==> config.mk <==
export PLATFORM = sky130hd
export DESIGN_NAME = threshold_trigger_relay_engine_flat
export DESIGN_NICKNAME = d
export VERILOG_FILES = /design/src/sv/ttre_pkg.sv /design/src/sv/ttre_if.sv /design/src/sv/ttre_front.sv /design/src/sv/ttre_back.sv /design/src/sv/threshold_trigger_relay_engine.sv /design/src/flat_wrapper.sv
export VERILOG_INCLUDE_DIRS = /design/src /design/src/sv
export SDC_FILE = /design/constraint.sdc
export NUM_CORES = 2
export LEC_CHECK = 0
export BUFFER_PORTS_ARGS = -buffer_cell sky130_fd_sc_hd__buf_2
export CAP_MARGIN = 10
export CORE_MARGIN = 4
export CORE_UTILIZATION = 40
export DETAILED_ROUTE_END_ITERATION = 6
export PLACE_DENSITY = 0.63
export RECOVER_POWER = 50
export SYNTH_ARGS = -nofsm -noshare
export SYNTH_HDL_FRONTEND = slang
export SYNTH_SLANG_ARGS = --single-unit
==> constraint.sdc <==
create_clock -name clk -period 7.35 [get_ports clk]
set_input_delay 1.47 -clock clk [delete_from_list [all_inputs] [get_ports clk]]
set_output_delay 1.47 -clock clk [all_outputs]
set_load 0.02 [all_outputs]
==> src/sv/assert_macros.svh <==
// ----------------------------------------------------------------------------
// Assertion macros
// Shared assertion shorthand for the relay engine RTL.
// ----------------------------------------------------------------------------
`ifndef ASSERT_MACROS_SVH
`define ASSERT_MACROS_SVH

// Clocked property, disabled while reset is asserted.
`define TTRE_ASSERT(name, clk, rst_n, prop, msg) \
    name: assert property (@(posedge clk) disable iff (!rst_n) prop) else $error(msg);

// Clocked implication whose consequent is checked in the cycle after the antecedent.
`define TTRE_ASSERT_NEXT(name, clk, rst_n, ante, cons, msg) \
    name: assert property (@(posedge clk) disable iff (!rst_n) (ante) |=> (cons)) \
        else $error(msg);

`endif

==> src/sv/ttre_pkg.sv <==
// ----------------------------------------------------------------------------
// ttre_pkg
// Types, codes and constants shared by the threshold trigger relay engine.
// ----------------------------------------------------------------------------
`timescale 1ns / 1ps

package ttre_pkg;

    localparam int FUNC_W       = 2;
    localparam int SLOT_IDX_W   = 4;
    localparam int LOW_W        = 41;
    localparam int HIGH_W       = 38;
    localparam int SENSOR_IDX_W = 4;
    localparam int VALUE_W      = 13;
    localparam int INPUT_W      = 19;
    localparam int RELAY_W      = 16;
    localparam int ATOL_W       = 12;
    localparam int CTOL_W       = 10;
    localparam int DMASK_W      = 3;
    localparam int PADDR_W      = 4;
    localparam int PDATA_W      = 32;

    localparam int SENSOR_COUNT = 10;
    localparam int QDEPTH       = 2;
    localparam int QPTR_W       = 1;
    localparam int QCNT_W       = 2;

    localparam logic [ATOL_W-1:0]  ATOL_RESET  = 12'd50;
    localparam logic [CTOL_W-1:0]  CTOL_RESET  = 10'd5;
    localparam logic [DMASK_W-1:0] DMASK_RESET = 3'd0;

    // Register index, taken from paddr[3:2].
    localparam logic [1:0] REG_ANALOG_TOL  = 2'd0;
    localparam logic [1:0] REG_CLIMATE_TOL = 2'd1;
    localparam logic [1:0] REG_DIGITAL_MSK = 2'd2;

    typedef enum logic [1:0] {
        FUNC_SCAN     = 2'd0,
        FUNC_WR_LOW   = 2'd1,
        FUNC_WR_HIGH  = 2'd2,
        FUNC_SAMPLE   = 2'd3
    } func_t;

    typedef enum logic [2:0] {
        OP_SCAN,
        OP_WR_LOW,
        OP_WR_HIGH,
        OP_SAMPLE,
        OP_SKIP
    } op_t;

    localparam logic [1:0] COND_ABOVE = 2'd0;
    localparam logic [1:0] COND_BELOW = 2'd1;
    localparam logic [1:0] COND_EQUAL = 2'd2;

    localparam logic [1:0] ACT_OFF    = 2'd0;
    localparam logic [1:0] ACT_ON     = 2'd1;
    localparam logic [1:0] ACT_TOGGLE = 2'd2;

    typedef enum logic [0:0] {
        ST_IDLE,
        ST_SCAN
    } state_t;

    typedef struct packed {
        logic [RELAY_W-1:0]        target;
        logic                      target_mask;
        logic [1:0]                action;
        logic                      logic_or;
        logic                      combined;
        logic signed [VALUE_W-1:0] threshold;
        logic [1:0]                cond;
        logic [3:0]                source;
        logic                      enable;
    } rule_low_t;

    typedef struct packed {
        logic [INPUT_W-1:0] desired;
        logic [INPUT_W-1:0] mask;
    } rule_high_t;

    typedef struct packed {
        op_t                       op;
        logic [SLOT_IDX_W-1:0]     slot;
        logic [LOW_W-1:0]          word;
        logic [SENSOR_IDX_W-1:0]   sensor;
        logic signed [VALUE_W-1:0] value;
        logic [INPUT_W-1:0]        inputs;
    } cmd_t;

    typedef struct packed {
        logic [ATOL_W-1:0]  analog_tol;
        logic [CTOL_W-1:0]  climate_tol;
        logic [DMASK_W-1:0] digital_mask;
    } cfg_t;

endpackage

==> src/sv/ttre_if.sv <==
// ----------------------------------------------------------------------------
// ttre_if
// Valid/ready channels carrying request and response items of the engine.
// ----------------------------------------------------------------------------
`timescale 1ns / 1ps

interface ttre_req_if;
    import ttre_pkg::*;

    logic                           valid;
    logic                           ready;
    logic [FUNC_W-1:0]              func;
    logic [SLOT_IDX_W-1:0]          rule_index;
    logic [LOW_W-1:0]               rule_word;
    logic [SENSOR_IDX_W-1:0]        sensor_index;
    logic signed [VALUE_W-1:0]      sensor_value;
    logic [INPUT_W-1:0]             digital_inputs;

    modport source (
        output valid, func, rule_index, rule_word, sensor_index, sensor_value,
               digital_inputs,
        input  ready
    );

    modport sink (
        input  valid, func, rule_index, rule_word, sensor_index, sensor_value,
               digital_inputs,
        output ready
    );
endinterface

interface ttre_rsp_if;
    import ttre_pkg::*;

    logic               valid;
    logic               ready;
    logic [RELAY_W-1:0] relay_outputs;
    logic [RELAY_W-1:0] fired_rules;

    modport source (
        output valid, relay_outputs, fired_rules,
        input  ready
    );

    modport sink (
        input  valid, relay_outputs, fired_rules,
        output ready
    );
endinterface

==> src/sv/ttre_front.sv <==
// ----------------------------------------------------------------------------
// ttre_front
// Accepts request transfers, decodes them into commands and queues them.
// ----------------------------------------------------------------------------
`timescale 1ns / 1ps
`include "assert_macros.svh"

module ttre_front #(
    parameter int RULE_SLOTS = 16
) (
    input  logic            clk,
    input  logic            rst_n,
    ttre_req_if.sink        req,
    output logic            cmd_vld,
    output ttre_pkg::cmd_t  cmd,
    input  logic            cmd_pop
);
    import ttre_pkg::*;

    cmd_t              q_reg [QDEPTH];
    logic [QPTR_W-1:0] wr_ptr_reg;
    logic [QPTR_W-1:0] rd_ptr_reg;
    logic [QCNT_W-1:0] cnt_reg;
    cmd_t              dec;
    logic              push;
    logic              pop;
    logic              slot_ok;
    logic              sensor_ok;

    assign slot_ok   = 32'(req.rule_index) < RULE_SLOTS;
    assign sensor_ok = 32'(req.sensor_index) < SENSOR_COUNT;

    // Out-of-range writes and samples still return a result, but touch nothing.
    always_comb
    begin
        dec.slot   = req.rule_index;
        dec.word   = req.rule_word;
        dec.sensor = req.sensor_index;
        dec.value  = req.sensor_value;
        dec.inputs = req.digital_inputs;
        unique case (func_t'(req.func))
            FUNC_SCAN:    dec.op = OP_SCAN;
            FUNC_WR_LOW:  dec.op = slot_ok ? OP_WR_LOW : OP_SKIP;
            FUNC_WR_HIGH: dec.op = slot_ok ? OP_WR_HIGH : OP_SKIP;
            FUNC_SAMPLE:  dec.op = sensor_ok ? OP_SAMPLE : OP_SKIP;
            default:      dec.op = OP_SKIP;
        endcase
    end

    assign req.ready = (cnt_reg != QCNT_W'(QDEPTH));
    assign push      = req.valid && req.ready;
    assign pop       = cmd_pop && cmd_vld;
    assign cmd_vld   = (cnt_reg != '0);
    assign cmd       = q_reg[rd_ptr_reg];

    always_ff @(posedge clk)
    begin
        if (push)
        begin
            q_reg[wr_ptr_reg] <= dec;
        end
    end

    always_ff @(posedge clk or negedge rst_n)
    begin
        if (!rst_n)
        begin
            wr_ptr_reg <= '0;
            rd_ptr_reg <= '0;
            cnt_reg    <= '0;
        end
        else
        begin
            if (push)
            begin
                wr_ptr_reg <= wr_ptr_reg + 1'b1;
            end
            if (pop)
            begin
                rd_ptr_reg <= rd_ptr_reg + 1'b1;
            end
            if (push && !pop)
            begin
                cnt_reg <= cnt_reg + 1'b1;
            end
            else if (pop && !push)
            begin
                cnt_reg <= cnt_reg - 1'b1;
            end
        end
    end

    `TTRE_ASSERT(a_q_bound, clk, rst_n, cnt_reg <= QCNT_W'(QDEPTH), "queue count overflow")
    `TTRE_ASSERT_NEXT(a_q_grow, clk, rst_n, push && !pop, cnt_reg == $past(cnt_reg) + 1'b1, "queue count did not grow")
    `TTRE_ASSERT_NEXT(a_q_shrink, clk, rst_n, pop && !push, cnt_reg == $past(cnt_reg) - 1'b1, "queue count did not shrink")

endmodule

==> src/sv/ttre_back.sv <==
// ----------------------------------------------------------------------------
// ttre_back
// Executes queued commands: rule and sensor writes, and the rule scan.
// ----------------------------------------------------------------------------
`timescale 1ns / 1ps
`include "assert_macros.svh"

module ttre_back #(
    parameter int RULE_SLOTS = 16
) (
    input  logic            clk,
    input  logic            rst_n,
    input  ttre_pkg::cfg_t  cfg,
    input  logic            cmd_vld,
    input  ttre_pkg::cmd_t  cmd,
    output logic            cmd_pop,
    ttre_rsp_if.source      rsp
);
    import ttre_pkg::*;

    localparam int SLOT_W = (RULE_SLOTS > 1) ? $clog2(RULE_SLOTS) : 1;
    localparam int CNT_W  = $clog2(RULE_SLOTS + 1);

    // Rule memories; valid bits stand in for the all-zero reset contents.
    logic [LOW_W-1:0]  lo_mem [RULE_SLOTS];
    logic [HIGH_W-1:0] hi_mem [RULE_SLOTS];
    logic [RULE_SLOTS-1:0] lo_vld_reg;
    logic [RULE_SLOTS-1:0] hi_vld_reg;
    logic [LOW_W-1:0]  lo_q_reg;
    logic [HIGH_W-1:0] hi_q_reg;
    logic              lo_qv_reg;
    logic              hi_qv_reg;

    logic signed [VALUE_W-1:0] sensor_reg [SENSOR_COUNT];

    state_t             state_reg;
    state_t             state_next;
    logic [CNT_W-1:0]   rd_cnt_reg;
    logic [SLOT_W-1:0]  rd_addr;
    logic [SLOT_W-1:0]  wr_addr;
    logic               ev_vld_reg;
    logic [SLOT_W-1:0]  ev_slot_reg;
    logic [INPUT_W-1:0] scan_in_reg;
    logic [RELAY_W-1:0] relay_reg;
    logic [RELAY_W-1:0] fired_reg;
    logic               rsp_vld_reg;
    logic [RELAY_W-1:0] rsp_relay_reg;
    logic [RELAY_W-1:0] rsp_fired_reg;

    logic out_free;
    logic scan_end;
    logic issue;
    logic load_rsp;

    rule_low_t                 lo;
    rule_high_t                hi;
    logic signed [VALUE_W-1:0] thr;
    logic signed [VALUE_W-1:0] val;
    logic signed [VALUE_W:0]   diff;
    logic [VALUE_W:0]          mag;
    logic [ATOL_W-1:0]         tol;
    logic                      src_ok;
    logic                      climate;
    logic [1:0]                sensor_k;
    logic [DMASK_W:0]          dmask_ext;
    logic                      cond_ok;
    logic [INPUT_W-1:0]        match;
    logic                      in_ok;
    logic                      hit;
    logic [RELAY_W-1:0]        sel;
    logic [RELAY_W-1:0]        relay_eval;

    assign rd_addr  = rd_cnt_reg[SLOT_W-1:0];
    assign wr_addr  = SLOT_W'(cmd.slot);
    assign out_free = !rsp_vld_reg || rsp.ready;
    assign scan_end = (rd_cnt_reg == CNT_W'(RULE_SLOTS)) && !ev_vld_reg;

    always_comb
    begin
        state_next = state_reg;
        unique case (state_reg)
            ST_IDLE:
            begin
                if (cmd_vld && out_free && (cmd.op == OP_SCAN))
                begin
                    state_next = ST_SCAN;
                end
            end
            ST_SCAN:
            begin
                if (scan_end)
                begin
                    state_next = ST_IDLE;
                end
            end
            default: state_next = ST_IDLE;
        endcase
    end

    always_comb
    begin
        cmd_pop  = 1'b0;
        issue    = 1'b0;
        load_rsp = 1'b0;
        unique case (state_reg)
            ST_IDLE:
            begin
                cmd_pop  = cmd_vld && out_free;
                load_rsp = cmd_pop && (cmd.op != OP_SCAN);
            end
            ST_SCAN:
            begin
                issue    = (rd_cnt_reg != CNT_W'(RULE_SLOTS));
                load_rsp = scan_end;
            end
            default:
            begin
                cmd_pop = 1'b0;
            end
        endcase
    end

    // Evaluation of the rule read in the previous cycle.
    always_comb
    begin
        lo        = lo_qv_reg ? rule_low_t'(lo_q_reg) : '0;
        hi        = hi_qv_reg ? rule_high_t'(hi_q_reg) : '0;
        thr       = lo.threshold;
        src_ok    = lo.source < 4'(SENSOR_COUNT);
        climate   = src_ok && (lo.source >= 4'd4);
        sensor_k  = (lo.source < 4'd7) ? 2'(lo.source - 4'd4) : 2'(lo.source - 4'd7);
        dmask_ext = {1'b0, cfg.digital_mask};
        val       = src_ok ? sensor_reg[lo.source] : '0;
        tol       = climate ? ATOL_W'(cfg.climate_tol) : cfg.analog_tol;
        diff      = {val[VALUE_W-1], val} - {thr[VALUE_W-1], thr};
        mag       = diff[VALUE_W] ? (VALUE_W+1)'(-diff) : (VALUE_W+1)'(diff);

        unique case (lo.cond)
            COND_ABOVE: cond_ok = val > thr;
            COND_BELOW: cond_ok = val < thr;
            COND_EQUAL: cond_ok = mag < (VALUE_W+1)'(tol);
            default:    cond_ok = 1'b0;
        endcase
        if (!src_ok || (climate && dmask_ext[sensor_k]))
        begin
            cond_ok = 1'b0;
        end

        match = ~(hi.desired ^ scan_in_reg) & hi.mask;
        in_ok = lo.logic_or ? (match != '0) : (match == hi.mask);
        hit   = ev_vld_reg && lo.enable && cond_ok && (!lo.combined || in_ok);

        // A single relay number past the last relay shifts out to nothing.
        sel = lo.target_mask ? lo.target : (RELAY_W'(1) << lo.target);
        unique case (lo.action)
            ACT_OFF:    relay_eval = relay_reg & ~sel;
            ACT_ON:     relay_eval = relay_reg | sel;
            ACT_TOGGLE: relay_eval = relay_reg ^ sel;
            default:    relay_eval = relay_reg;
        endcase
    end

    always_ff @(posedge clk)
    begin
        if (cmd_pop && (cmd.op == OP_WR_LOW))
        begin
            lo_mem[wr_addr] <= cmd.word;
        end
        if (cmd_pop && (cmd.op == OP_WR_HIGH))
        begin
            hi_mem[wr_addr] <= cmd.word[HIGH_W-1:0];
        end
        lo_q_reg <= lo_mem[rd_addr];
        hi_q_reg <= hi_mem[rd_addr];
        if (cmd_pop && (cmd.op == OP_SCAN))
        begin
            scan_in_reg <= cmd.inputs;
        end
        if (load_rsp)
        begin
            rsp_relay_reg <= relay_reg;
            rsp_fired_reg <= (state_reg == ST_SCAN) ? fired_reg : '0;
        end
    end

    always_ff @(posedge clk or negedge rst_n)
    begin
        if (!rst_n)
        begin
            state_reg   <= ST_IDLE;
            lo_vld_reg  <= '0;
            hi_vld_reg  <= '0;
            lo_qv_reg   <= 1'b0;
            hi_qv_reg   <= 1'b0;
            rd_cnt_reg  <= '0;
            ev_vld_reg  <= 1'b0;
            ev_slot_reg <= '0;
            relay_reg   <= '0;
            fired_reg   <= '0;
            rsp_vld_reg <= 1'b0;
            for (int i = 0; i < SENSOR_COUNT; i++)
            begin
                sensor_reg[i] <= '0;
            end
        end
        else
        begin
            state_reg   <= state_next;
            lo_qv_reg   <= lo_vld_reg[rd_addr];
            hi_qv_reg   <= hi_vld_reg[rd_addr];
            ev_vld_reg  <= issue;
            ev_slot_reg <= rd_addr;

            if (cmd_pop && (cmd.op == OP_WR_LOW))
            begin
                lo_vld_reg[wr_addr] <= 1'b1;
            end
            if (cmd_pop && (cmd.op == OP_WR_HIGH))
            begin
                hi_vld_reg[wr_addr] <= 1'b1;
            end
            if (cmd_pop && (cmd.op == OP_SAMPLE))
            begin
                sensor_reg[cmd.sensor] <= cmd.value;
            end

            if (cmd_pop && (cmd.op == OP_SCAN))
            begin
                rd_cnt_reg <= '0;
                fired_reg  <= '0;
            end
            else
            begin
                if (issue)
                begin
                    rd_cnt_reg <= rd_cnt_reg + 1'b1;
                end
                if (hit)
                begin
                    fired_reg <= fired_reg | (RELAY_W'(1) << ev_slot_reg);
                    relay_reg <= relay_eval;
                end
            end

            if (load_rsp)
            begin
                rsp_vld_reg <= 1'b1;
            end
            else if (rsp.ready)
            begin
                rsp_vld_reg <= 1'b0;
            end
        end
    end

    assign rsp.valid         = rsp_vld_reg;
    assign rsp.relay_outputs = rsp_relay_reg;
    assign rsp.fired_rules   = rsp_fired_reg;

    `TTRE_ASSERT(a_eval_in_scan, clk, rst_n, ev_vld_reg |-> $past(state_reg == ST_SCAN), "rule evaluated outside a scan")
    `TTRE_ASSERT(a_scan_out_empty, clk, rst_n, (state_reg == ST_SCAN) |-> !rsp_vld_reg, "response pending during scan")
    `TTRE_ASSERT(a_pop_nonempty, clk, rst_n, cmd_pop |-> cmd_vld, "command popped from empty queue")

endmodule

==> src/sv/threshold_trigger_relay_engine.sv <==
// ----------------------------------------------------------------------------
// threshold_trigger_relay_engine
// Rule-driven relay controller with an APB register port and
// valid/ready request and response channels.
// ----------------------------------------------------------------------------
// Each request transfer yields exactly one response transfer carrying the
// relay states after that request and, for a scan, one bit per rule that
// fired. A request first lands in a two-entry command queue, so the request
// side keeps moving while the execute side works or its response waits.
// During a scan the rule memory, which has one read port, is walked one slot
// per cycle, each rule being compared against its sensor reading and applied
// to the relays in the cycle after its read, so a later rule sees what an
// earlier one did. The rule tables start cleared through per-slot valid
// bits, so there is no clearing pass after reset. Registers are to be
// written only while no request is in flight; the block itself does not
// enforce this.
`timescale 1ns / 1ps

module threshold_trigger_relay_engine #(
    parameter int RULE_SLOTS = 16
) (
    input  logic                          clk,
    input  logic                          rst_n,
    input  logic                          psel,
    input  logic                          penable,
    input  logic                          pwrite,
    input  logic [ttre_pkg::PADDR_W-1:0]  paddr,
    input  logic [ttre_pkg::PDATA_W-1:0]  pwdata,
    output logic [ttre_pkg::PDATA_W-1:0]  prdata,
    output logic                          pready,
    ttre_req_if.sink                      req,
    ttre_rsp_if.source                    rsp
);
    import ttre_pkg::*;

    // Tolerances and the digital-type sensor mask.
    cfg_t           cfg_reg;
    logic           cfg_wr;
    logic [1:0]     reg_idx;
    logic           cmd_vld;
    cmd_t           cmd;
    logic           cmd_pop;

    assign pready  = 1'b1;
    assign reg_idx = paddr[3:2];
    assign cfg_wr  = psel && penable && pwrite && pready;

    always_ff @(posedge clk or negedge rst_n)
    begin
        if (!rst_n)
        begin
            cfg_reg.analog_tol   <= ATOL_RESET;
            cfg_reg.climate_tol  <= CTOL_RESET;
            cfg_reg.digital_mask <= DMASK_RESET;
        end
        else if (cfg_wr)
        begin
            unique case (reg_idx)
                REG_ANALOG_TOL:  cfg_reg.analog_tol   <= pwdata[ATOL_W-1:0];
                REG_CLIMATE_TOL: cfg_reg.climate_tol  <= pwdata[CTOL_W-1:0];
                REG_DIGITAL_MSK: cfg_reg.digital_mask <= pwdata[DMASK_W-1:0];
                default:         cfg_reg <= cfg_reg;
            endcase
        end
    end

    // Reads of an unmapped address return zero.
    always_comb
    begin
        unique case (reg_idx)
            REG_ANALOG_TOL:  prdata = PDATA_W'(cfg_reg.analog_tol);
            REG_CLIMATE_TOL: prdata = PDATA_W'(cfg_reg.climate_tol);
            REG_DIGITAL_MSK: prdata = PDATA_W'(cfg_reg.digital_mask);
            default:         prdata = '0;
        endcase
    end

    // The front decodes each request transfer into a command and queues it.
    ttre_front #(
        .RULE_SLOTS (RULE_SLOTS)
    ) u_front (
        .clk     (clk),
        .rst_n   (rst_n),
        .req     (req),
        .cmd_vld (cmd_vld),
        .cmd     (cmd),
        .cmd_pop (cmd_pop)
    );

    // The back owns the rule tables, readings and relays, and the response.
    ttre_back #(
        .RULE_SLOTS (RULE_SLOTS)
    ) u_back (
        .clk     (clk),
        .rst_n   (rst_n),
        .cfg     (cfg_reg),
        .cmd_vld (cmd_vld),
        .cmd     (cmd),
        .cmd_pop (cmd_pop),
        .rsp     (rsp)
    );

endmodule

==> src/flat_wrapper.sv <==
// flat-port wrapper written by rule: the top's interface ports become plain ports
module threshold_trigger_relay_engine_flat import ttre_pkg::*;
#(
    parameter int RULE_SLOTS = 16
)
  (clk, rst_n, psel, penable, pwrite, paddr, pwdata, prdata, pready, req_valid, req_func, req_rule_index, req_rule_word, req_sensor_index, req_sensor_value, req_digital_inputs, req_ready, rsp_valid, rsp_relay_outputs, rsp_fired_rules, rsp_ready);
  ttre_req_if req_i ();
  ttre_rsp_if rsp_i ();
  input  logic clk;
  input  logic rst_n;
  input  logic psel;
  input  logic penable;
  input  logic pwrite;
  input  logic [ttre_pkg::PADDR_W-1:0] paddr;
  input  logic [ttre_pkg::PDATA_W-1:0] pwdata;
  output logic [ttre_pkg::PDATA_W-1:0] prdata;
  output logic pready;
  input wire logic [$bits(req_i.valid)-1:0] req_valid;
  input wire logic [$bits(req_i.func)-1:0] req_func;
  input wire logic [$bits(req_i.rule_index)-1:0] req_rule_index;
  input wire logic [$bits(req_i.rule_word)-1:0] req_rule_word;
  input wire logic [$bits(req_i.sensor_index)-1:0] req_sensor_index;
  input wire logic [$bits(req_i.sensor_value)-1:0] req_sensor_value;
  input wire logic [$bits(req_i.digital_inputs)-1:0] req_digital_inputs;
  output wire logic [$bits(req_i.ready)-1:0] req_ready;
  output wire logic [$bits(rsp_i.valid)-1:0] rsp_valid;
  output wire logic [$bits(rsp_i.relay_outputs)-1:0] rsp_relay_outputs;
  output wire logic [$bits(rsp_i.fired_rules)-1:0] rsp_fired_rules;
  input wire logic [$bits(rsp_i.ready)-1:0] rsp_ready;
  assign req_i.valid = req_valid;
  assign req_i.func = req_func;
  assign req_i.rule_index = req_rule_index;
  assign req_i.rule_word = req_rule_word;
  assign req_i.sensor_index = req_sensor_index;
  assign req_i.sensor_value = req_sensor_value;
  assign req_i.digital_inputs = req_digital_inputs;
  assign req_ready = req_i.ready;
  assign rsp_valid = rsp_i.valid;
  assign rsp_relay_outputs = rsp_i.relay_outputs;
  assign rsp_fired_rules = rsp_i.fired_rules;
  assign rsp_i.ready = rsp_ready;
  threshold_trigger_relay_engine #(.RULE_SLOTS(RULE_SLOTS)) u_core (.clk(clk), .rst_n(rst_n), .psel(psel), .penable(penable), .pwrite(pwrite), .paddr(paddr), .pwdata(pwdata), .prdata(prdata), .pready(pready), .req(req_i), .rsp(rsp_i));
endmodule
==> summary.txt <==
Status
  • Status: finished with violations
  • Failing checks: design-rule violations, max-capacitance violations, max-slew violations

Timing
  • Min Hold Slack: between 400 and 500 ps
  • RSZ-0062 raised after global routing: no
  • Fmax: between 0.1 and 0.15 GHz
  • Worst-Margin Slew: 4590 ps
  • Worst Skew: ~34 ps
  • Crit share post-route: between 90% and 100%
  • Setup TNS: 0 ps
  • Hold Vio Cnt, Final: 0
  • Final setup fails: 0
  • Slew margin rel.: -206%
  • Min Tclk post-route: 6680 ps
  • Final Max Slew Viols: roughly 600

GRT
  • Vias in the first global route: between 30,000 and 40,000
  • Initial antenna violation count: 9
  • Largest net degree at the start of global routing: between 100 and 150
  • Total grt overflow: 0
  • Global-route wire length before repair: around 240,000 um
  • Total track usage: about 18%

Clock tree
  • CTS Buf Count: 177
  • Clock Tree Root: clkbuf_16
  • Max H-tree Level: 4
  • Post-CTS Resized: 0
  • Skew-Pair Late Insertion Delay: between 700 and 800 ps
  • CTS tree: done
  • Clk buf depth: 3
  • Postcts setup bufs: 0
  • CTS Hold Bufs: 0
  • TritonCTS Sinks: approximately 1,800
  • Clock slew at reported path FFs: roughly 60 ps

Power and ir drop
  • Total power draw: 33,300 uW
  • Clk network pwr share: 27.1%
  • Combinational cell fraction of total power: 31.3%
  • Net switching power: about 11,000 uW
  • Seq pwr share: 41.7%
  • Switching share of power: 32.3%
  • PD cells: roughly 420 nW/um2
  • Int Pwr: around 23,000 uW
  • Peak VDD IR: ~0.00035 V
  • Pleak: about 0.027 uW

Finish
  • Commonest non-fill, non-tap cells in the layout: edfxtp_1, mux4_2, nand2_1
  • Final #Nets: between 4,000 and 5,000
  • Final core utilization: a little under half
  • Largest register FFs: about 660
  • Layout Cells excl Fill: 6,441
  • Share of layout cells above drive strength 1: between 20% and 30%
  • Layout area overhead: 13.4%
  • Fillcell total: roughly 15,000
  • Commonest non-fill, non-tap cell in the layout: edfxtp_1

Yosys
  • YS warnings: 0
  • Avg Inst Size Synth: ~19 um2
  • Unique masters post-synth: 80
  • Register area share after synthesis: roughly 74%
  • Mapped cell area: about 70,000 um2
  • Fraction of registers with async set/reset: around an eighth
  • Top FF cell, synth: edfxtp_1
  • Gate Count Post-Synth: between 3,000 and 4,000
  • Post-synth EDFFs: about 1,500
  • Seq cells post-synth: about 1,800

Route
  • DR WL/cell: 25.0 um
  • Initial DRC Count: 3,190
  • Final wirelength: approximately 160,000 um
  • DRC: 1
  • Via count: about 35,000
  • ANT nets after route: 0
  • Via density per instance: 5.42
  • First-pass DRT Iterations: 7

Worst setup path
  • Reg2reg start: u_core.u_back.lo_qv_reg
  • Crit Path Max Fanout: 24
  • Reg-to-reg slack, setup: between 600 and 700 ps
  • Required @ worst endpoint: around 8000 ps
  • Reg2reg path depth: 25
  • CP endpoint: u_core.u_back.relay_reg[1]
  • Worst Path Arrival: ~7300 ps
  • Crit path launch type: flop
  • Reg2reg end: u_core.u_back.relay_reg[1]
  • CP Capture Type: flop
  • Worst setup path category: flop to flop
  • CP startpoint: u_core.u_back.lo_qv_reg

Floorplanning
  • Core Region: about 170,000 um2
  • FP Rows: 153
  • Die height: 428 um
  • Die ar.: approximately 180,000 um2
  • Starting density of the core: 40.4%
  • Die X: 428 um
  • Num ports: 193

Placed design
  • GP Congestion: between 0.8 and 0.9
  • Placed Cells: ~6,100
  • DP HPWL: about 92,000 um
  • I/O Buffers: 149

Job
  • Max cap viols: 13

Min path
  • Type of the most critical hold path: flop to flop
-- power groups by stage --
stage | Sequential, uW | Clock (uW) | Combinational (uW)
after floorplan | 13600 | 0 | 7730
after global placement | 14000 | 0 | 10300
after detailed placement | 14000 | 0 | 10500
after CTS | 13800 | 9200 | 10600
after global routing | 14000 | 9660 | 11400
final | 13900 | 9010 | 10400
-- worst max-delay path: stages, from the launching register on --
cell,delay [ps]
dfrtp_2,430
buf_4,220
nand2_1,100
inv_2,380
mux2i_1,140
a221o_1,340
a31oi_1,360
ha_1,370
o21ai_1,230
a21oi_1,60
buf_4,150
o311ai_0,430
a21oi_1,240
or2_2,350
nor2_1,120
xnor2_1,140
ha_1,260
a21o_1,180
a221oi_1,360
nand2_1,90
o21ai_1,150
a21oi_1,100
o21ai_0,340
o31a_2,310
nand3_2,330
a22o_1,350
-- kinds of logic after synthesis --
kind of cell | Yosys count | synth area share (%)
flip-flops | 1799 | 73.9
AND/OR/NAND/NOR | 574 | 3.67
multiplexers | 551 | 15.2
AO/OA/AOI/OAI | 413 | 3.82
buffers and inverters | 282 | 1.66
adder cells (fa/ha/maj) | 66 | 1.18
XOR/XNOR | 45 | 0.586
other | 2 | 0.0107
-- through the flow --
stage / instance area, um2 / setup slack, ps
floorplan: 70500 / 1750
global placement: 74200 / 738
detailed placement: 74200 / 667
CTS: 80000 / 647
global route: 79900 / 46.3
finish: 79900 / 667
-- synth_stat cells, types with 35 or more instances --
| cell type | count | area share (%) |
|---|---|---|
| inv_1 | 81 | 0.43 |
| mux2_2 | 86 | 1.4 |
| dfrtp_1 | 232 | 8.2 |
| ha_1 | 65 | 1.2 |
| xnor2_1 | 36 | 0.45 |
| nor2_1 | 141 | 0.75 |
| or2_2 | 35 | 0.31 |
| buf_1 | 52 | 0.28 |
| clkbuf_1 | 121 | 0.64 |
| mux2i_1 | 59 | 0.84 |
| dfxtp_1 | 79 | 2.2 |
| edfxtp_1 | 1483 | 63 |
| o21ai_0 | 148 | 1.1 |
| nand2_1 | 267 | 1.4 |
| mux4_2 | 405 | 13 |
| a21oi_1 | 82 | 0.58 |
-- how the worst min path moves through the flow --
stage                                 start                           end  slack, ps  depth (start not counted)
6_report       u_core.u_back.lo_vld_reg[15]  u_core.u_back.lo_vld_reg[15]        460                          1
3_3_place_gp   u_core.u_back.lo_vld_reg[14]  u_core.u_back.lo_vld_reg[14]        450                          1
2_1_floorplan   u_core.u_back.rd_cnt_reg[0]  u_core.u_back.ev_slot_reg[0]        380                          0
3_5_place_dp   u_core.u_back.hi_vld_reg[10]  u_core.u_back.hi_vld_reg[10]        450                          1
5_1_grt        u_core.u_back.lo_vld_reg[14]  u_core.u_back.lo_vld_reg[14]        470                          1
4_1_cts        u_core.u_back.lo_vld_reg[15]  u_core.u_back.lo_vld_reg[15]        460                          1
-- routing by layer --
metal / global-route usage (%) / vias to the layer above / part of all wire (%)
li1: - / 15225 / -
met1: 24.6 / 18468 / 43
met2: 28.8 / 982 / 49
met3: 2.97 / 249 / 5.5
met4: 4.51 / 0 / 2.3
met5: 0 / - / 0
-- cell type report --
class                   instances  area, um2  area share, %
clock buffers                 264       5040           6.31
multi-input cells            1670      17500           22.0
clock inverters                67        766          0.959
well taps                    2325       2910           3.64
flip-flops and latches       1799      52100           65.2
inverters                      82        308          0.385
diodes                          7       17.5         0.0219
repair buffers                227       1250           1.56
Power figures use the tool's default switching activity.
